## src/hdl/smc_key_access_sequencer_assert.svh

```systemverilog
// ----------------------------------------------------------------------------
// Assertion macros for the keyed command port sequencer
// Immediate-style wrappers around concurrent assertions, clocked on the rising
// edge and disabled during reset.
// ----------------------------------------------------------------------------
`ifndef SMC_KEY_ACCESS_SEQUENCER_ASSERT_SVH
`define SMC_KEY_ACCESS_SEQUENCER_ASSERT_SVH

`ifndef ASSERT_OFF

// Holds in the same cycle.
`define SMC_ASSERT_NOW(lbl, clk, rst, ante, cons, msg) \
  lbl: assert property (@(posedge clk) disable iff (rst) (ante) |-> (cons)) \
    else $error(msg);

// Holds in the cycle after.
`define SMC_ASSERT_NEXT(lbl, clk, rst, ante, cons, msg) \
  lbl: assert property (@(posedge clk) disable iff (rst) (ante) |=> (cons)) \
    else $error(msg);

`else

`define SMC_ASSERT_NOW(lbl, clk, rst, ante, cons, msg)
`define SMC_ASSERT_NEXT(lbl, clk, rst, ante, cons, msg)

`endif

`endif

```

## src/hdl/smc_kas_pkg.sv

```systemverilog
// ----------------------------------------------------------------------------
// smc_kas_pkg
// Shared constants and types of the keyed command port sequencer.
// ----------------------------------------------------------------------------
package smc_kas_pkg;

  localparam int MAX_PAYLOAD_DEFAULT = 32;

  // Payload buffer geometry.
  localparam int BUF_DEPTH = 32;
  localparam int BUF_AW    = 5;

  // Configuration register indexes and reset values.
  localparam logic CFG_ATTEMPT_LIMIT = 1'b0;
  localparam logic CFG_POLL_LIMIT    = 1'b1;
  localparam logic [2:0] ATTEMPT_LIMIT_RESET = 3'd3;
  localparam logic [9:0] POLL_LIMIT_RESET    = 10'd500;

  // Item kinds.
  localparam logic [1:0] KIND_LOAD   = 2'd0;
  localparam logic [1:0] KIND_START  = 2'd1;
  localparam logic [1:0] KIND_SAMPLE = 2'd2;

  // Command codes.
  localparam logic [7:0] CMD_READ  = 8'h10;
  localparam logic [7:0] CMD_WRITE = 8'h11;
  localparam logic [7:0] CMD_INFO  = 8'h13;

  // Flag bit positions in the command port sample.
  localparam int FLAG_OBF = 0;
  localparam int FLAG_IBF = 1;
  localparam int FLAG_ACC = 2;

  // Outcome codes.
  localparam logic [1:0] OUTCOME_OK     = 2'd0;
  localparam logic [1:0] OUTCOME_FAIL   = 2'd1;
  localparam logic [1:0] OUTCOME_STATUS = 2'd2;

  // Access request from the controller to the payload buffer.
  typedef struct packed {
    logic              we;
    logic [BUF_AW-1:0] waddr;
    logic [7:0]        wdata;
    logic [BUF_AW-1:0] raddr;
  } buf_req_t;

endpackage

```

## src/hdl/smc_kas_buffer.sv

```systemverilog
// ----------------------------------------------------------------------------
// smc_kas_buffer
// Payload buffer: one write port, one registered read port, with a bypass for
// a write that lands on the address being read in the same cycle.
// ----------------------------------------------------------------------------
module smc_kas_buffer (
  input  logic                   clk,
  input  logic                   rst,
  input  smc_kas_pkg::buf_req_t  req,
  output logic [7:0]             rdata
);

  logic [7:0] mem [smc_kas_pkg::BUF_DEPTH];
  logic [7:0] rd_q;
  logic [7:0] fwd_data;
  logic       fwd_hit;

  always_ff @(posedge clk) begin
    if (req.we) begin
      mem[req.waddr] <= req.wdata;
    end
    rd_q     <= mem[req.raddr];
    fwd_data <= req.wdata;
  end

  always_ff @(posedge clk) begin
    if (rst) begin
      fwd_hit <= 1'b0;
    end else begin
      fwd_hit <= req.we && (req.waddr == req.raddr);
    end
  end

  // The array read sees the old contents, so a same-address write is bypassed.
  assign rdata = fwd_hit ? fwd_data : rd_q;

endmodule

```

## src/hdl/smc_kas_ctrl.sv

```systemverilog
// ----------------------------------------------------------------------------
// smc_kas_ctrl
// Request sequencer: phase machine, counters, configuration registers and the
// registered result beat.
// ----------------------------------------------------------------------------
module smc_kas_ctrl #(
  parameter int MAX_PAYLOAD = smc_kas_pkg::MAX_PAYLOAD_DEFAULT
) (
  input  logic                  clk,
  input  logic                  rst,
  input  logic                  cfg_write,
  input  logic                  cfg_index,
  input  logic [9:0]            cfg_data,
  input  logic                  in_accept,
  input  logic [1:0]            kind,
  input  logic [7:0]            command,
  input  logic [31:0]           key_word,
  input  logic [7:0]            length,
  input  logic [4:0]            load_index,
  input  logic [7:0]            load_byte,
  input  logic [7:0]            flags_sample,
  input  logic [7:0]            data_sample,
  input  logic [7:0]            status_sample,
  input  logic                  out_ready,
  output logic                  out_valid,
  output logic                  port_write,
  output logic                  port_is_command,
  output logic [7:0]            port_byte,
  output logic                  read_valid,
  output logic [4:0]            read_index,
  output logic [7:0]            read_byte,
  output logic                  done_res,
  output logic [1:0]            outcome,
  output logic [7:0]            status_byte,
  output logic                  busy_res,
  output smc_kas_pkg::buf_req_t buf_req,
  input  logic [7:0]            buf_rdata
);

  localparam int CntWRaw = $clog2(MAX_PAYLOAD + 1);
  localparam int CntW    = (CntWRaw < smc_kas_pkg::BUF_AW) ? smc_kas_pkg::BUF_AW : CntWRaw;

  typedef enum logic [3:0] {
    PH_IDLE, PH_CMD_IBF, PH_CMD_ACC, PH_KEY_IBF, PH_KEY_ACC,
    PH_LEN_IBF, PH_LEN_ACC, PH_WR_IBF, PH_WR_ACC, PH_RD_OBF
  } phase_t;

  phase_t           phase, phase_next;
  logic [CntW-1:0]  byte_cnt, byte_cnt_next;
  logic [2:0]       attempt_cnt, attempt_cnt_next;
  logic [9:0]       poll_cnt, poll_cnt_next;
  logic [7:0]       saved_command;
  logic [31:0]      saved_key;
  logic [CntW-1:0]  saved_length;
  logic [2:0]       attempt_limit;
  logic [9:0]       poll_limit;

  logic             r_write, r_is_cmd, r_read, r_done;
  logic [7:0]       r_byte, r_rbyte, r_status;
  logic [4:0]       r_rindex;
  logic [1:0]       r_outcome;

  logic [CntW:0]    byte_inc;
  logic             attempt_last, poll_last;
  logic [1:0]       fail_code;
  logic [7:0]       key_byte;
  logic             save_req;

  assign byte_inc     = {1'b0, byte_cnt} + (CntW+1)'(1);
  assign attempt_last = ({1'b0, attempt_cnt} + 4'd1) >= {1'b0, attempt_limit};
  assign poll_last    = ({1'b0, poll_cnt} + 11'd1) >= {1'b0, poll_limit};
  assign fail_code    = (status_sample != 8'd0) ? smc_kas_pkg::OUTCOME_STATUS
                                                : smc_kas_pkg::OUTCOME_FAIL;

  always_comb begin
    case (byte_cnt[1:0])
      2'd0:    key_byte = saved_key[31:24];
      2'd1:    key_byte = saved_key[23:16];
      2'd2:    key_byte = saved_key[15:8];
      default: key_byte = saved_key[7:0];
    endcase
  end

  always_comb begin
    logic do_miss;
    logic do_fail;
    logic do_finish;
    logic [1:0] fin_code;

    do_miss          = 1'b0;
    do_fail          = 1'b0;
    do_finish        = 1'b0;
    fin_code         = smc_kas_pkg::OUTCOME_OK;
    phase_next       = phase;
    byte_cnt_next    = byte_cnt;
    attempt_cnt_next = attempt_cnt;
    poll_cnt_next    = poll_cnt;
    save_req         = 1'b0;
    r_write          = 1'b0;
    r_is_cmd         = 1'b0;
    r_byte           = 8'd0;
    r_read           = 1'b0;
    r_rindex         = 5'd0;
    r_rbyte          = 8'd0;
    r_done           = 1'b0;
    r_outcome        = smc_kas_pkg::OUTCOME_OK;
    r_status         = 8'd0;

    if (in_accept) begin
      if (kind == smc_kas_pkg::KIND_START && phase == PH_IDLE) begin
        save_req         = 1'b1;
        attempt_cnt_next = 3'd0;
        poll_cnt_next    = 10'd0;
        byte_cnt_next    = '0;
        if ({1'b0, length} > 9'(MAX_PAYLOAD)) begin
          do_finish = 1'b1;
          fin_code  = fail_code;
        end else begin
          phase_next = PH_CMD_IBF;
        end
      end else if (kind == smc_kas_pkg::KIND_SAMPLE && phase != PH_IDLE) begin
        case (phase)
          PH_CMD_IBF, PH_KEY_IBF, PH_LEN_IBF, PH_WR_IBF: begin
            if (!flags_sample[smc_kas_pkg::FLAG_IBF]) begin
              r_write       = 1'b1;
              r_is_cmd      = (phase == PH_CMD_IBF);
              poll_cnt_next = 10'd0;
              case (phase)
                PH_CMD_IBF: begin
                  r_byte     = saved_command;
                  phase_next = PH_CMD_ACC;
                end
                PH_KEY_IBF: begin
                  r_byte     = key_byte;
                  phase_next = PH_KEY_ACC;
                end
                PH_LEN_IBF: begin
                  r_byte     = 8'(saved_length);
                  phase_next = PH_LEN_ACC;
                end
                default: begin
                  r_byte     = buf_rdata;
                  phase_next = PH_WR_ACC;
                end
              endcase
            end else begin
              do_miss = 1'b1;
            end
          end
          PH_CMD_ACC, PH_KEY_ACC, PH_LEN_ACC, PH_WR_ACC: begin
            if (flags_sample[smc_kas_pkg::FLAG_ACC]) begin
              poll_cnt_next = 10'd0;
              case (phase)
                PH_CMD_ACC: begin
                  byte_cnt_next = '0;
                  phase_next    = PH_KEY_IBF;
                end
                PH_KEY_ACC: begin
                  if (byte_inc >= (CntW+1)'(4)) begin
                    byte_cnt_next = '0;
                    phase_next    = PH_LEN_IBF;
                  end else begin
                    byte_cnt_next = byte_inc[CntW-1:0];
                    phase_next    = PH_KEY_IBF;
                  end
                end
                PH_LEN_ACC: begin
                  byte_cnt_next = '0;
                  if (saved_command == smc_kas_pkg::CMD_READ ||
                      saved_command == smc_kas_pkg::CMD_INFO) begin
                    if (saved_length == '0) do_finish = 1'b1;
                    else phase_next = PH_RD_OBF;
                  end else if (saved_command == smc_kas_pkg::CMD_WRITE) begin
                    if (saved_length == '0) do_finish = 1'b1;
                    else phase_next = PH_WR_IBF;
                  end else begin
                    do_fail = 1'b1;
                  end
                end
                default: begin
                  byte_cnt_next = byte_inc[CntW-1:0];
                  if (byte_inc >= {1'b0, saved_length}) do_finish = 1'b1;
                  else phase_next = PH_WR_IBF;
                end
              endcase
            end else begin
              do_miss = 1'b1;
            end
          end
          PH_RD_OBF: begin
            if (flags_sample[smc_kas_pkg::FLAG_OBF]) begin
              r_read        = 1'b1;
              r_rindex      = byte_cnt[4:0];
              r_rbyte       = data_sample;
              poll_cnt_next = 10'd0;
              byte_cnt_next = byte_inc[CntW-1:0];
              if (byte_inc >= {1'b0, saved_length}) do_finish = 1'b1;
            end else begin
              do_miss = 1'b1;
            end
          end
          default: phase_next = PH_IDLE;
        endcase
      end
    end

    if (do_miss) begin
      if (poll_last) do_fail = 1'b1;
      else poll_cnt_next = poll_cnt + 10'd1;
    end
    // A failed attempt either restarts from the command byte or ends the request.
    if (do_fail) begin
      if (attempt_last) begin
        do_finish = 1'b1;
        fin_code  = fail_code;
      end else begin
        attempt_cnt_next = attempt_cnt + 3'd1;
        phase_next       = PH_CMD_IBF;
        byte_cnt_next    = '0;
        poll_cnt_next    = 10'd0;
      end
    end
    if (do_finish) begin
      r_done     = 1'b1;
      r_outcome  = fin_code;
      r_status   = (fin_code == smc_kas_pkg::OUTCOME_STATUS) ? status_sample : 8'd0;
      phase_next = PH_IDLE;
    end
  end

  always_ff @(posedge clk) begin
    if (rst) begin
      phase         <= PH_IDLE;
      byte_cnt      <= '0;
      attempt_cnt   <= 3'd0;
      poll_cnt      <= 10'd0;
      saved_command <= 8'd0;
      saved_key     <= 32'd0;
      saved_length  <= '0;
      attempt_limit <= smc_kas_pkg::ATTEMPT_LIMIT_RESET;
      poll_limit    <= smc_kas_pkg::POLL_LIMIT_RESET;
      out_valid     <= 1'b0;
    end else begin
      phase       <= phase_next;
      byte_cnt    <= byte_cnt_next;
      attempt_cnt <= attempt_cnt_next;
      poll_cnt    <= poll_cnt_next;
      if (save_req) begin
        saved_command <= command;
        saved_key     <= key_word;
        saved_length  <= length[CntW-1:0];
      end
      if (cfg_write) begin
        if (cfg_index == smc_kas_pkg::CFG_ATTEMPT_LIMIT) attempt_limit <= cfg_data[2:0];
        else poll_limit <= cfg_data;
      end
      if (in_accept) out_valid <= 1'b1;
      else if (out_ready) out_valid <= 1'b0;
    end
  end

  // Result beat payload.
  always_ff @(posedge clk) begin
    if (in_accept) begin
      port_write      <= r_write;
      port_is_command <= r_is_cmd;
      port_byte       <= r_byte;
      read_valid      <= r_read;
      read_index      <= r_rindex;
      read_byte       <= r_rbyte;
      done_res        <= r_done;
      outcome         <= r_outcome;
      status_byte     <= r_status;
      busy_res        <= (phase_next != PH_IDLE);
    end
  end

  // The buffer is read at the counter's next value, so the byte is ready when
  // the next sample arrives.
  always_comb begin
    buf_req.we    = in_accept && (kind == smc_kas_pkg::KIND_LOAD);
    buf_req.waddr = load_index;
    buf_req.wdata = load_byte;
    buf_req.raddr = byte_cnt_next[4:0];
  end

endmodule

```

## src/hdl/smc_key_access_sequencer.sv

```systemverilog
// The result beat of an item is presented in the cycle after the item is accepted.
// One item per cycle unless the output is stalled; the payload buffer's single read port is
// addressed ahead by the byte counter, so a data byte is always ready for the next sample.
// Reset (synchronous, active high) returns the sequencer to idle, clears counters and saved
// request fields and restores attempt_limit 3 and poll_limit 500; the payload buffer keeps
// its contents and needs no clearing pass.
// ----------------------------------------------------------------------------
// smc_key_access_sequencer
// Host-side sequencer for a keyed command port: loads payload bytes, then
// drives command, key, length and payload bytes, or reads data bytes, with flag polling and retries.
// ----------------------------------------------------------------------------
`include "smc_key_access_sequencer_assert.svh"

module smc_key_access_sequencer #(
  parameter int MAX_PAYLOAD = smc_kas_pkg::MAX_PAYLOAD_DEFAULT
) (
  input  logic        clk,
  input  logic        rst,
  input  logic        cfg_valid,
  output logic        cfg_ready,
  input  logic        cfg_index,
  input  logic [9:0]  cfg_data,
  input  logic        in_valid,
  output logic        in_ready,
  input  logic [1:0]  kind,
  input  logic [7:0]  command,
  input  logic [31:0] key_word,
  input  logic [7:0]  length,
  input  logic [4:0]  load_index,
  input  logic [7:0]  load_byte,
  input  logic [7:0]  flags_sample,
  input  logic [7:0]  data_sample,
  input  logic [7:0]  status_sample,
  output logic        out_valid,
  input  logic        out_ready,
  output logic        port_write,
  output logic        port_is_command,
  output logic [7:0]  port_byte,
  output logic        read_valid,
  output logic [4:0]  read_index,
  output logic [7:0]  read_byte,
  output logic        done_res,
  output logic [1:0]  outcome,
  output logic [7:0]  status_byte,
  output logic        busy_res
);

  smc_kas_pkg::buf_req_t buf_req;
  logic [7:0]            buf_rdata;
  logic                  in_accept;

  assign cfg_ready = 1'b1;
  assign in_ready  = !out_valid || out_ready;
  assign in_accept = in_valid && in_ready;

  smc_kas_buffer u_buffer (
    .clk   (clk),
    .rst   (rst),
    .req   (buf_req),
    .rdata (buf_rdata)
  );

  smc_kas_ctrl #(
    .MAX_PAYLOAD (MAX_PAYLOAD)
  ) u_ctrl (
    .clk             (clk),
    .rst             (rst),
    .cfg_write       (cfg_valid && cfg_ready),
    .cfg_index       (cfg_index),
    .cfg_data        (cfg_data),
    .in_accept       (in_accept),
    .kind            (kind),
    .command         (command),
    .key_word        (key_word),
    .length          (length),
    .load_index      (load_index),
    .load_byte       (load_byte),
    .flags_sample    (flags_sample),
    .data_sample     (data_sample),
    .status_sample   (status_sample),
    .out_ready       (out_ready),
    .out_valid       (out_valid),
    .port_write      (port_write),
    .port_is_command (port_is_command),
    .port_byte       (port_byte),
    .read_valid      (read_valid),
    .read_index      (read_index),
    .read_byte       (read_byte),
    .done_res        (done_res),
    .outcome         (outcome),
    .status_byte     (status_byte),
    .busy_res        (busy_res),
    .buf_req         (buf_req),
    .buf_rdata       (buf_rdata)
  );

  `SMC_ASSERT_NOW(a_done_not_busy, clk, rst, out_valid && done_res, !busy_res,
                  "finished request still busy")
  `SMC_ASSERT_NOW(a_one_transfer, clk, rst, out_valid, !(port_write && read_valid),
                  "write and read in one beat")
  `SMC_ASSERT_NOW(a_outcome_only_done, clk, rst, out_valid && !done_res,
                  outcome == smc_kas_pkg::OUTCOME_OK && status_byte == 8'd0,
                  "outcome without completion")
  `SMC_ASSERT_NEXT(a_load_no_result, clk, rst,
                   in_valid && in_ready && kind == smc_kas_pkg::KIND_LOAD,
                   out_valid && !port_write && !read_valid && !done_res,
                   "load beat produced a transfer")

endmodule

```

## config.mk

```make
export PLATFORM = sky130hd
export DESIGN_NAME = smc_key_access_sequencer
export DESIGN_NICKNAME = d
export VERILOG_FILES = /design/src/hdl/smc_kas_pkg.sv /design/src/hdl/smc_kas_buffer.sv /design/src/hdl/smc_kas_ctrl.sv /design/src/hdl/smc_key_access_sequencer.sv
export VERILOG_INCLUDE_DIRS = /design/src /design/src/hdl
export SDC_FILE = /design/constraint.sdc
export NUM_CORES = 1
export LEC_CHECK = 0
export BUFFER_PORTS_ARGS = -buffer_cell sky130_fd_sc_hd__buf_4
export CELL_PAD_IN_SITES_DETAIL_PLACEMENT = 1
export CELL_PAD_IN_SITES_GLOBAL_PLACEMENT = 1
export CORE_MARGIN = 4
export CORE_UTILIZATION = 45
export DETAILED_ROUTE_END_ITERATION = 7
export PLACE_DENSITY = 0.83
export SYNTH_ARGS = -nofsm -noshare
export SYNTH_HDL_FRONTEND = slang
export SYNTH_SLANG_ARGS = --single-unit
```

## constraint.sdc

```tcl
create_clock -name clk -period 4.4 [get_ports clk]
set_input_delay 0.66 -clock clk [delete_from_list [all_inputs] [get_ports clk]]
set_output_delay 0.66 -clock clk [all_outputs]
set_load 0.05 [all_outputs]
```

-- After elaboration in Yosys (flattened, before gate mapping)
Memories as Yosys holds them, arrays and structs flattened. A register that Yosys moved wholly into a read port is not among the register bits.
Cells that the tools add are included.
- flip-flop bits (word level): 128
- bits in writable memories: 256
- bits of input ports: 103
- output and inout bits: 39
- logic and storage cells: 175
- memories kept: 1
- memories (memory ; depth ; width ; rd ports ; clocked after memory_dff ; wr ports ; line ; RTL):
    u_buffer.mem ; 32 ; 8 ; 1 ; 1 ; 1 ; smc_kas_buffer.sv:13 ; logic [7:0] mem [smc_kas_pkg::BUF_DEPTH];
- add/subtract/negate cells: 5
- order comparisons: 5
- equality and inequality tests: 18
- multiplexer cells: 92
- bitwise logic cells: 5
- reduce and logical (&&, ||, !) cells: 27
- operators by type and width (cell ; number):
    $mux W10 ; 10
    $mux W4 ; 14
    $mux W6 ; 8
    $pmux W8 S3 ; 2
    $mux W1 ; 37
    $pmux W4 S3 ; 3
    $pmux W10 S3 ; 1
    $eq A8 B5 Y1 const B ; 3
    $pmux W6 S2 ; 2
    $eq A4 B3 Y1 const B ; 4
    $reduce_or A4 Y1 ; 4
    $mux W3 ; 5
    $mux W2 ; 6
    $add A10 B1 Y11 const B ; 1
    $ge A11 B10 Y1 ; 1
    $add A10 B1 Y10 const B ; 1
    $eq A4 B2 Y1 const B ; 2
    $eq A4 B4 Y1 const B ; 2
    $gt A8 B6 Y1 const B ; 1
    $mux W8 ; 1
    $reduce_bool A4 Y1 ; 2
    $reduce_bool A8 Y1 ; 1
    $add A6 B1 Y7 const B ; 1
    $ge A7 B3 Y1 const B ; 1
    other kinds (21) ; 39

-- Logic depth before layout (Yosys ltp)
Gate-level depths: netlist of the first run.
- word-level depth: 14
- mapped depth: 17
- depth with buffers taken out: 15

-- Hierarchy
A second synthesis of the first run with hierarchy kept.
- cells, all modules: 1180
- area total of the unflattened synthesis: 16741.1 µm²
- by module, submodules not included (module ; times used ; cells each ; area an instance (µm²) ; seq. area each (µm²)):
    smc_kas_buffer ; 1 ; 445 ; 10413.7 ; 8027.7
    smc_kas_ctrl ; 1 ; 731 ; 6293.5 ; 2742.6
    smc_key_access_sequencer ; 1 ; 4 ; 33.8 ; 0.0

-- Worst setup path before layout of the first run
Ideal clock, no wire load.
- path type: input port to flip-flop
- start point: input port out_ready
- end point: register u_buffer.rd_q[6], read port of u_buffer.mem
- library setup time: 0.125 ns
- arrival time: 3.826 ns
- required time: 4.275 ns
- path slack: 0.449 ns
- stages: 13
- buffers on the path: 4
- path through: nand2b_1 nand2_1 buf_2 inv_1 o311a_1 a31o_1 buf_4 buf_4 buf_2 mux2i_1 o221ai_1 a2bb2oi_1 a22oi_1
- word-level cells in the longest chain between the ends: 6
- elaborated cells on any way between the ends: 9
- classes of those cells: 7 x mux; 2 x reduce/logical
- RTL lines (element ; line ; RTL):
    start: declaration ; smc_key_access_sequencer.sv:35 ; input logic out_ready,
    $logic_or A1 B1 Y1 (*) ; smc_key_access_sequencer.sv:53 ; assign in_ready = !out_valid || out_ready;
    $logic_and A1 B1 Y1 (*) ; smc_key_access_sequencer.sv:54 ; assign in_accept = in_valid && in_ready;
    via in_accept ; smc_key_access_sequencer.sv:50 ; logic in_accept;
    $mux W1 ; smc_kas_ctrl.sv:109 ; if (in_accept) begin
    $mux W1 ; smc_kas_ctrl.sv:208 ; if (poll_last) do_fail = 1'b1;
    $mux W1 ; smc_kas_ctrl.sv:207 ; if (do_miss) begin
    $mux W6 (*) ; smc_kas_ctrl.sv:212 ; if (do_fail) begin
    end: declaration ; smc_kas_buffer.sv:14 ; logic [7:0] rd_q;
The timed path passes the listed nets; every way through them passes the cells marked *.
A chain may end at the register's enable or synchronous reset.

-- Worst setup path after layout of the first run
- start point: register u_ctrl.poll_cnt[0]
- end point: register u_buffer.rd_q[0], read port of u_buffer.mem
- word-level cells in the longest chain between the ends: 5
- RTL lines (element ; line ; RTL):
    start: declaration ; smc_kas_ctrl.sv:51 ; logic [9:0] poll_cnt, poll_cnt_next;
    start signal: assignment ; smc_kas_ctrl.sv:247 ; poll_cnt <= poll_cnt_next;
    $add A10 B1 Y11 ; smc_kas_ctrl.sv:71 ; assign poll_last = ({1'b0, poll_cnt} + 11'd1) >= {1'b0, poll_limit};
    $ge A11 B10 Y1 ; smc_kas_ctrl.sv:71 ;
    $mux W1 ; smc_kas_ctrl.sv:208 ;
    $mux W1 ; smc_kas_ctrl.sv:207 ;
    $mux W6 ; smc_kas_ctrl.sv:212 ;
Every way passes these cells.

==> results of run 1 <==
[cell families after synthesis]
group,count (synthesis)
flip-flops,392
adder cells (fa/ha/maj),25
XOR/XNOR,23
buffers and inverters,119
AND/OR/NAND/NOR,549
other,1
multiplexers,63
AO/OA/AOI/OAI,316
[power by group through the flow]
stage / combinational [mW] / clock, mW / sequential (mW)
after detailed placement: 0.593 / 0 / 4.12
after global routing: 0.643 / 3.60 / 4.05
after global placement: 0.568 / 0 / 4.12
final: 0.595 / 3.37 / 4.04
after CTS: 0.597 / 3.43 / 4.04
after floorplan: 0.280 / 0 / 4.17
[sequential cells by signal (all words and copies together) (netlist names), 3 cells and up]
name	count
u_ctrl.saved_length	6
u_ctrl.poll_cnt	10
u_ctrl.byte_cnt	6
u_buffer.fwd_data	8
u_buffer.mem	256
u_buffer.rd_q	8
u_ctrl.status_byte	8
u_ctrl.read_index	5
u_ctrl.attempt_limit	3
u_ctrl.saved_command	8
u_ctrl.saved_key	32
u_ctrl.port_byte	8
u_ctrl.phase	4
u_ctrl.read_byte	8
u_ctrl.attempt_cnt	3
u_ctrl.poll_limit	10
[routing by layer]
| layer | share of wire [%] | up-vias | routed length, microns |
|---|---|---|---|
| met2 | 50 | 445 | 24010 |
| li1 | - | 5762 | - |
| met4 | 3.1 | 2 | 1515 |
| met3 | 6.4 | 109 | 3100 |
| met1 | 41 | 6227 | 19700 |
| met5 | 0.023 | - | 11 |
[worst reg2reg max path, stage by stage, from the launching register on]
cell and delay (ns):
dfxtp_1 0.40, ha_1 0.23, and4_1 0.27, nand4_1 0.13, xnor2_1 0.26, ha_1 0.30
a21o_1 0.16, a21oi_1 0.15, o21ai_0 0.15, or2_1 0.30, o211a_1 0.41, nor2_2 0.20
buf_4 0.27, a221oi_1 0.12, nor3_1 0.36, a311oi_1 0.09, buf_4 0.18, a31oi_1 0.15
[placed cells by master (no fill, tap or decap), types with 5 or more instances in the layout]
master,Yosys,routed
dfxtp_1,100,100
mux2i_1,59,59
edfxtp_1,292,292
nand3b_1,6,6
nor2b_1,17,17
a22oi_1,12,12
clkinv_2,0,8
a21o_1,6,6
a21oi_1,86,86
a211oi_1,9,9
a32oi_1,5,5
o221ai_1,12,12
a222oi_1,10,10
o21ai_0,68,68
a311oi_1,12,12
nor4_1,6,6
and3_1,17,17
ha_1,25,25
a21boi_0,6,6
a31oi_1,25,24
nor3_1,12,11
nor2_1,94,93
nand4_1,11,11
nand2_1,273,273
o211ai_1,6,6
buf_4,14,181
xnor2_1,15,15
inv_1,28,28
a211o_1,12,12
clkbuf_16,0,44
clkinv_1,0,8
nand2b_1,14,14
and2_1,14,13
nand3_1,48,48
xor2_1,8,8
clkbuf_1,40,11
[area by class of cell]
| cell class | count | area share (%) |
|---|---|---|
| Inverter | 28 | 0.5229 |
| Tap cell | 511 | 3.181 |
| Multi-Input combinational cell | 977 | 29.18 |
| Clock inverter | 21 | 0.7221 |
| Clock buffer | 56 | 5.752 |
| Timing Repair Buffer | 184 | 7.059 |
| Sequential cell | 392 | 53.59 |
[repair_timing]
item,4_1_cts,5_1_grt
buffers inserted,0,2
gates resized for setup,0,3
setup endpoints to repair,0,7
hold buffers,0,0
[path summary, 6_finish.rpt]
check | start | endpoint | slack (ns) | cells past startpoint
setup / recovery | u_ctrl.poll_cnt[0]$_SDFF_PP0_ | u_buffer.rd_q[0]$_DFF_P_ | 0.21 | 17
hold / removal | key_word[20] | u_ctrl.saved_key[20]$_SDFFE_PP0P_ | 0.34 | 3
setup reg to reg | u_ctrl.poll_cnt[0]$_SDFF_PP0_ | u_buffer.rd_q[0]$_DFF_P_ | 0.21 | 17
hold reg to reg | u_ctrl.saved_key[24]$_SDFFE_PP0P_ | u_ctrl.saved_key[24]$_SDFFE_PP0P_ | 0.46 | 2
==> reports/results.txt, run 1 <==
Outcome - finished, final reports clean
Register area - 10770 sq um
Cell area power density - 398.4 nW/um^2
Critical Path Sink Type - flop
GP Congestion - 0.9015
Hold WS - 0.3351 ns
# Max-Cap Violations - 0
Area leader, netlist - edfxtp_1
LEAKAGE - 7.424 nW
Buf/Inv on CP - 2
Starting DRC count in detailed routing - 1022
Worst Hold Class - in2reg
#FFs+latches synth - 392
CP max stage cell - o211a_1
DR WL/cell - 22.29 microns
Placed insts - 2090
Final worst setup slack - 0.2125 ns
Int Power - 6.144 mW
Most numerous cell in the Yosys netlist - edfxtp_1
XOR/XNOR Fraction of Synth Area - 1.174%
# rows - 71
Clk_skew - 0.02302 ns
Mapped Area - 17160 sq um
Die Area - 41320 sq um
Switch share - 23.27%
Vias - 12545
Final setup fails - 0
Final Cycle Share - 95.17%
Dpl cell area - 18760 sq um
Synth Area in Compound Gates - 12.31%
Reg clk slew, reported paths - 0.06 ns
Gate Count Post-Synth - 1488
Final nets - 1753
Share of cells above drive strength 1 - 16.71%
Clk pwr share - 42.1%
Clk buf depth - 3
Detail Route Antenna Nets - 0
Syn Nets - 1616
Input/output buffers - 135
Via/cell ratio - 5.784
Root buffer cell - clkbuf_16
First-pass GRT wire length - 75510 microns
Final cell count without fillers - 2169
Adder-cell share of the synthesized area - 1.823%
Netlist cell types - 89
Gr busiest metal - met2
Area growth, synth to finish - 17.13%
Ys flop type - edfxtp_1
Core area - 37670 sq um
CP required - 4.90 ns
Most frequent cells after synthesis - 292 x edfxtp_1, 273 x nand2_1, 100 x dfxtp_1, 94 x nor2_1, 86 x a21oi_1
Cell area after layout - 20100 sq um
Post-synth EDFFs - 292
Worst path max stage delay - 0.41 ns
CP startpoint kind - flop
Register area share after synthesis - 62.76%
Vias in the first global route - 13489
CTS Buf Count - 42
Starting density of the core - 45.56%
Post-Route WL - 48340 microns
Critical path arrival - 4.68 ns
Combinational share of power - 7.4%
M1 GR Usage - 29.30%
M3 GR Usage - 4.023%
Antenna diode count - 0
Detail Placement HPWL - 33750 microns
# DRC - 0
Die Span X - 203.3 microns
Main area contributors after synthesis - edfxtp_1 51%, dfxtp_1 12%, nand2_1 6.0%
Largest family of logic cells by synthesized area - simple AND/OR/NAND/NOR gates
Yosys warns - 0
DP Worst Slack - 0.2255 ns
Async set-reset flop share out of synthesis - 0%
Final slew viol count - 0
GRT Total Usage - 22.99%
Initial antenna violation count - 1
Synthesized area per cell - 11.53 sq um
Sw power - 1.864 mW
Max Fclk - 0.2388 GHz
Peak supply drop - 292.5 uV
Crit-path max FO - 16
Final Util - 53.36%
Slew of the pin with the lowest slew margin - 0.8509 ns
Seq pwr share - 50.5%
WS Path Type - reg2reg
Met2 usage - 39.97%
Global route overflow - 0
Multi-input logic area - 5864 sq um
Die H - 203.3 microns
Unrepaired setup endpoints after global routing - false
Drt pass-1 iters - 7
Top-area cell type share of the netlist area - 51.10%
Fin. Hold Viols - 0
Ports - 142
Mux share of post-synthesis cell area - 3.704%
Sink Count - 392
Post-Synth Simple-Gate Area - 14.89%
Clock Latency Late Sink - 0.57 ns
Min Tclk post-route - 4.187 ns
CTS tree - built
Worst rel slew slack - 42.84%
Cell Chain, Critical Path - ha_1 > and4_1 > nand4_1 > xnor2_1 > ha_1 > a21o_1 > a21oi_1 > o21ai_0 > or2_1 > o211a_1 > nor2_2 > buf_4 > a221oi_1 > nor3_1 > a311oi_1 > buf_4 > a31oi_1
Largest delay contributor family on the critical path - simple AND/OR/NAND/NOR gates
Setup tns final - 0 ns
Largest net degree at the start of global routing - 70
Fillers - 3983
Overall Power - 8.007 mW
H-tree levels - 2
No activity file was read; power rests on OpenSTA's default activity.
==> run 2: changes to the inputs <==
--- a/config.mk
+++ b/config.mk
@@ -6,13 +6,13 @@
 export SDC_FILE = /design/constraint.sdc
 export NUM_CORES = 1
 export LEC_CHECK = 0
-export BUFFER_PORTS_ARGS = -buffer_cell sky130_fd_sc_hd__buf_4
 export CELL_PAD_IN_SITES_DETAIL_PLACEMENT = 1
 export CELL_PAD_IN_SITES_GLOBAL_PLACEMENT = 1
 export CORE_MARGIN = 4
 export CORE_UTILIZATION = 45
 export DETAILED_ROUTE_END_ITERATION = 7
-export PLACE_DENSITY = 0.83
+export DONT_BUFFER_PORTS = 1
+export PLACE_DENSITY = 0.79
 export SYNTH_ARGS = -nofsm -noshare
 export SYNTH_HDL_FRONTEND = slang
 export SYNTH_SLANG_ARGS = --single-unit
==> reports/results.txt, run 2 (synthesis gave the netlist of run 1 again) <==
CP startpoint kind - flop (unchanged)
Antenna diode count - 0 (unchanged)
Int Power - 6.135 mW (was 6.144 mW)
Final slew viol count - 0 (unchanged)
WS Path Type - reg2reg (unchanged)
Vias in the first global route - 12674 (was 13489)
Via/cell ratio - 5.833 (was 5.784)
CTS Buf Count - 43 (was 42)
Critical Path Sink Type - flop (unchanged)
Reg clk slew, reported paths - 0.06 ns (about the same)
Vias - 11894 (was 12545)
H-tree levels - 2 (unchanged)
Critical path arrival - 4.54 ns (was 4.68 ns)
# rows - 71 (unchanged)
Die Area - 41320 sq um (unchanged)
Largest registers - u_buffer.mem: 256 flops, u_ctrl.saved_key: 32 flops (unchanged)
Clk_skew - 0.01629 ns (was 0.02302 ns)
Max FFs per register - 256 (unchanged)
Global route overflow - 0 (unchanged)
Final nets - 1623 (was 1753)
Setup bufs post-CTS - 0 (unchanged)
CP required - 4.88 ns (was 4.90 ns)
Cell area power density - 414.5 nW/um^2 (was 398.4 nW/um^2)
Clk pwr share - 43.5% (was 42.1%)
Die Span X - 203.3 microns (unchanged)
LEAKAGE - 6.794 nW (was 7.424 nW)
Detail Route Antenna Nets - 0 (unchanged)
Largest net degree at the start of global routing - 70 (unchanged)
Worst Hold Class - in2reg (unchanged)
Core area - 37670 sq um (unchanged)
Cell area after layout - 19140 sq um (was 20100 sq um)
Final Cycle Share - 92.23% (was 95.17%)
Drt pass-1 iters - 5 (was 7)
Die H - 203.3 microns (unchanged)
Worst rel slew slack - 38.18% (was 42.84%)
Sw power - 1.799 mW (was 1.864 mW)
Input/output buffers - 0 (was 135)
Starting DRC count in detailed routing - 866 (was 1022)
Most frequent cells in the layout - 292 x edfxtp_1, 273 x nand2_1, 100 x dfxtp_1, 93 x nor2_1, 86 x a21oi_1 (was 292 x edfxtp_1, 273 x nand2_1, 181 x buf_4, 100 x dfxtp_1, 93 x nor2_1)
GP Congestion - 0.8711 (was 0.9015)
Multi-input logic area - 5858 sq um (was 5864 sq um)
# DRC - 0 (unchanged)
Outcome - finished, final reports clean (unchanged)
Top reg by flops - u_buffer.mem (unchanged)
Ports - 142 (unchanged)
Starting density of the core - 45.56% (unchanged)
Combinational share of power - 4.7% (was 7.4%)
Max Fclk - 0.2464 GHz (was 0.2388 GHz)
Share of cells above drive strength 1 - 9.948% (was 16.71%)
Root buffer cell - clkbuf_16 (unchanged)
Unrepaired setup endpoints after global routing - false (unchanged)
Register area - 10770 sq um (unchanged)
Setup tns final - 0 ns (unchanged)
DR WL/cell - 22.79 microns (was 22.29 microns)
Fin. Hold Viols - 0 (unchanged)
First-pass GRT wire length - 72710 microns (was 75510 microns)
Fillers - 3945 (was 3983)
GRT Total Usage - 22.42% (was 22.99%)
CTS tree - built (unchanged)
Clock Latency Late Sink - 0.57 ns (about the same)
Area growth, synth to finish - 11.56% (was 17.13%)
Seq pwr share - 51.7% (was 50.5%)
Most common cell after layout, fill and taps aside - edfxtp_1 (unchanged)
Peak supply drop - 389.6 uV (was 292.5 uV)
Detail Placement HPWL - 32070 microns (was 33750 microns)
Clk buf depth - 3 (unchanged)
Final setup fails - 0 (unchanged)
Dpl cell area - 17790 sq um (was 18760 sq um)
Switch share - 22.68% (was 23.27%)
Initial antenna violation count - 0 (was 1)
Slew of the pin with the lowest slew margin - 0.9261 ns (was 0.8509 ns)
# Max-Cap Violations - 0 (unchanged)
Post-Route WL - 46460 microns (was 48340 microns)
Crit-path max FO - 7 (was 16)
Sink Count - 392 (unchanged)
Min Tclk post-route - 4.058 ns (was 4.187 ns)
## run 2: per-layer routing
| layer | GRT usage (%) | share of wire [%] | vias up |
|---|---|---|---|
| met4 | 6.336 | 2.1 | 0 |
| met3 | 4.850 | 6.2 | 65 |
| met5 | 0 | 0 | - |
| li1 | - | - | 5493 |
| met1 | 28.94 | 42 | 5965 |
| met2 | 38.45 | 49 | 371 |
## run 2: final cells by class
class | count | area share, %
Clock inverter | 31 | 1.340
Clock buffer | 47 | 5.699
Timing Repair Buffer | 53 | 2.209
Sequential cell | 392 | 56.26
Inverter | 28 | 0.5490
Multi-Input combinational cell | 977 | 30.60
Tap cell | 511 | 3.340
## run 2: worst max-delay path, cell delays in order (launching register included)
cell,delay (ns)
dfxtp_1,0.38
ha_1,0.23
and4_1,0.27
nand4_1,0.13
xnor2_1,0.24
ha_1,0.29
a21o_1,0.16
a21oi_1,0.13
o21ai_0,0.14
or2_1,0.29
o211a_1,0.33
nor2_2,0.44
a221oi_1,0.18
nor3_1,0.32
a311oi_1,0.10
buf_4,0.17
a31oi_1,0.17
## run 2: through the flow
stage	hold slack [ns]	std cells	worst slack, ns	total power, mW	utilization (%)
after floorplan	0.4354	1488	0.4492	4.452	-
after global placement	0.4391	1961	0.4866	4.537	47.23
after detailed placement	0.4436	1961	0.3320	4.555	47.23
after CTS	0.09117	2039	0.2975	8.008	50.81
after global routing	0.09635	2039	0.01094	8.229	50.82
final	0.1250	2039	0.3419	7.934	50.82
## run 2: path summary, 6_finish.rpt
| path | cells past startpoint | from | endpoint | slack [ns] |
|---|---|---|---|---|
| worst max-delay path | 16 | u_ctrl.poll_cnt[0]$_SDFF_PP0_ | u_buffer.rd_q[2]$_DFF_P_ | 0.34 |
| worst min-delay path | 0 | load_byte[1] | u_buffer.fwd_data[1]$_DFF_P_ | 0.13 |
| worst max register to register | 16 | u_ctrl.poll_cnt[0]$_SDFF_PP0_ | u_buffer.rd_q[2]$_DFF_P_ | 0.34 |
| worst min register to register | 2 | u_ctrl.saved_key[5]$_SDFFE_PP0P_ | u_ctrl.saved_key[5]$_SDFFE_PP0P_ | 0.45 |
## run 2: repair_timing
item / CTS / global route
hold buffers: 0 / 0
setup endpoints to repair: 0 / 1
gates resized for setup: 0 / 1
## run 2: power groups by stage
| stage | Combinational, mW | Clock, mW | Sequential [mW] |
|---|---|---|---|
| floorplan | 0.280 | 0 | 4.17 |
| global placement | 0.357 | 0 | 4.18 |
| detailed placement | 0.372 | 0 | 4.18 |
| CTS | 0.374 | 3.53 | 4.11 |
| global route | 0.410 | 3.71 | 4.11 |
| finish | 0.374 | 3.45 | 4.11 |
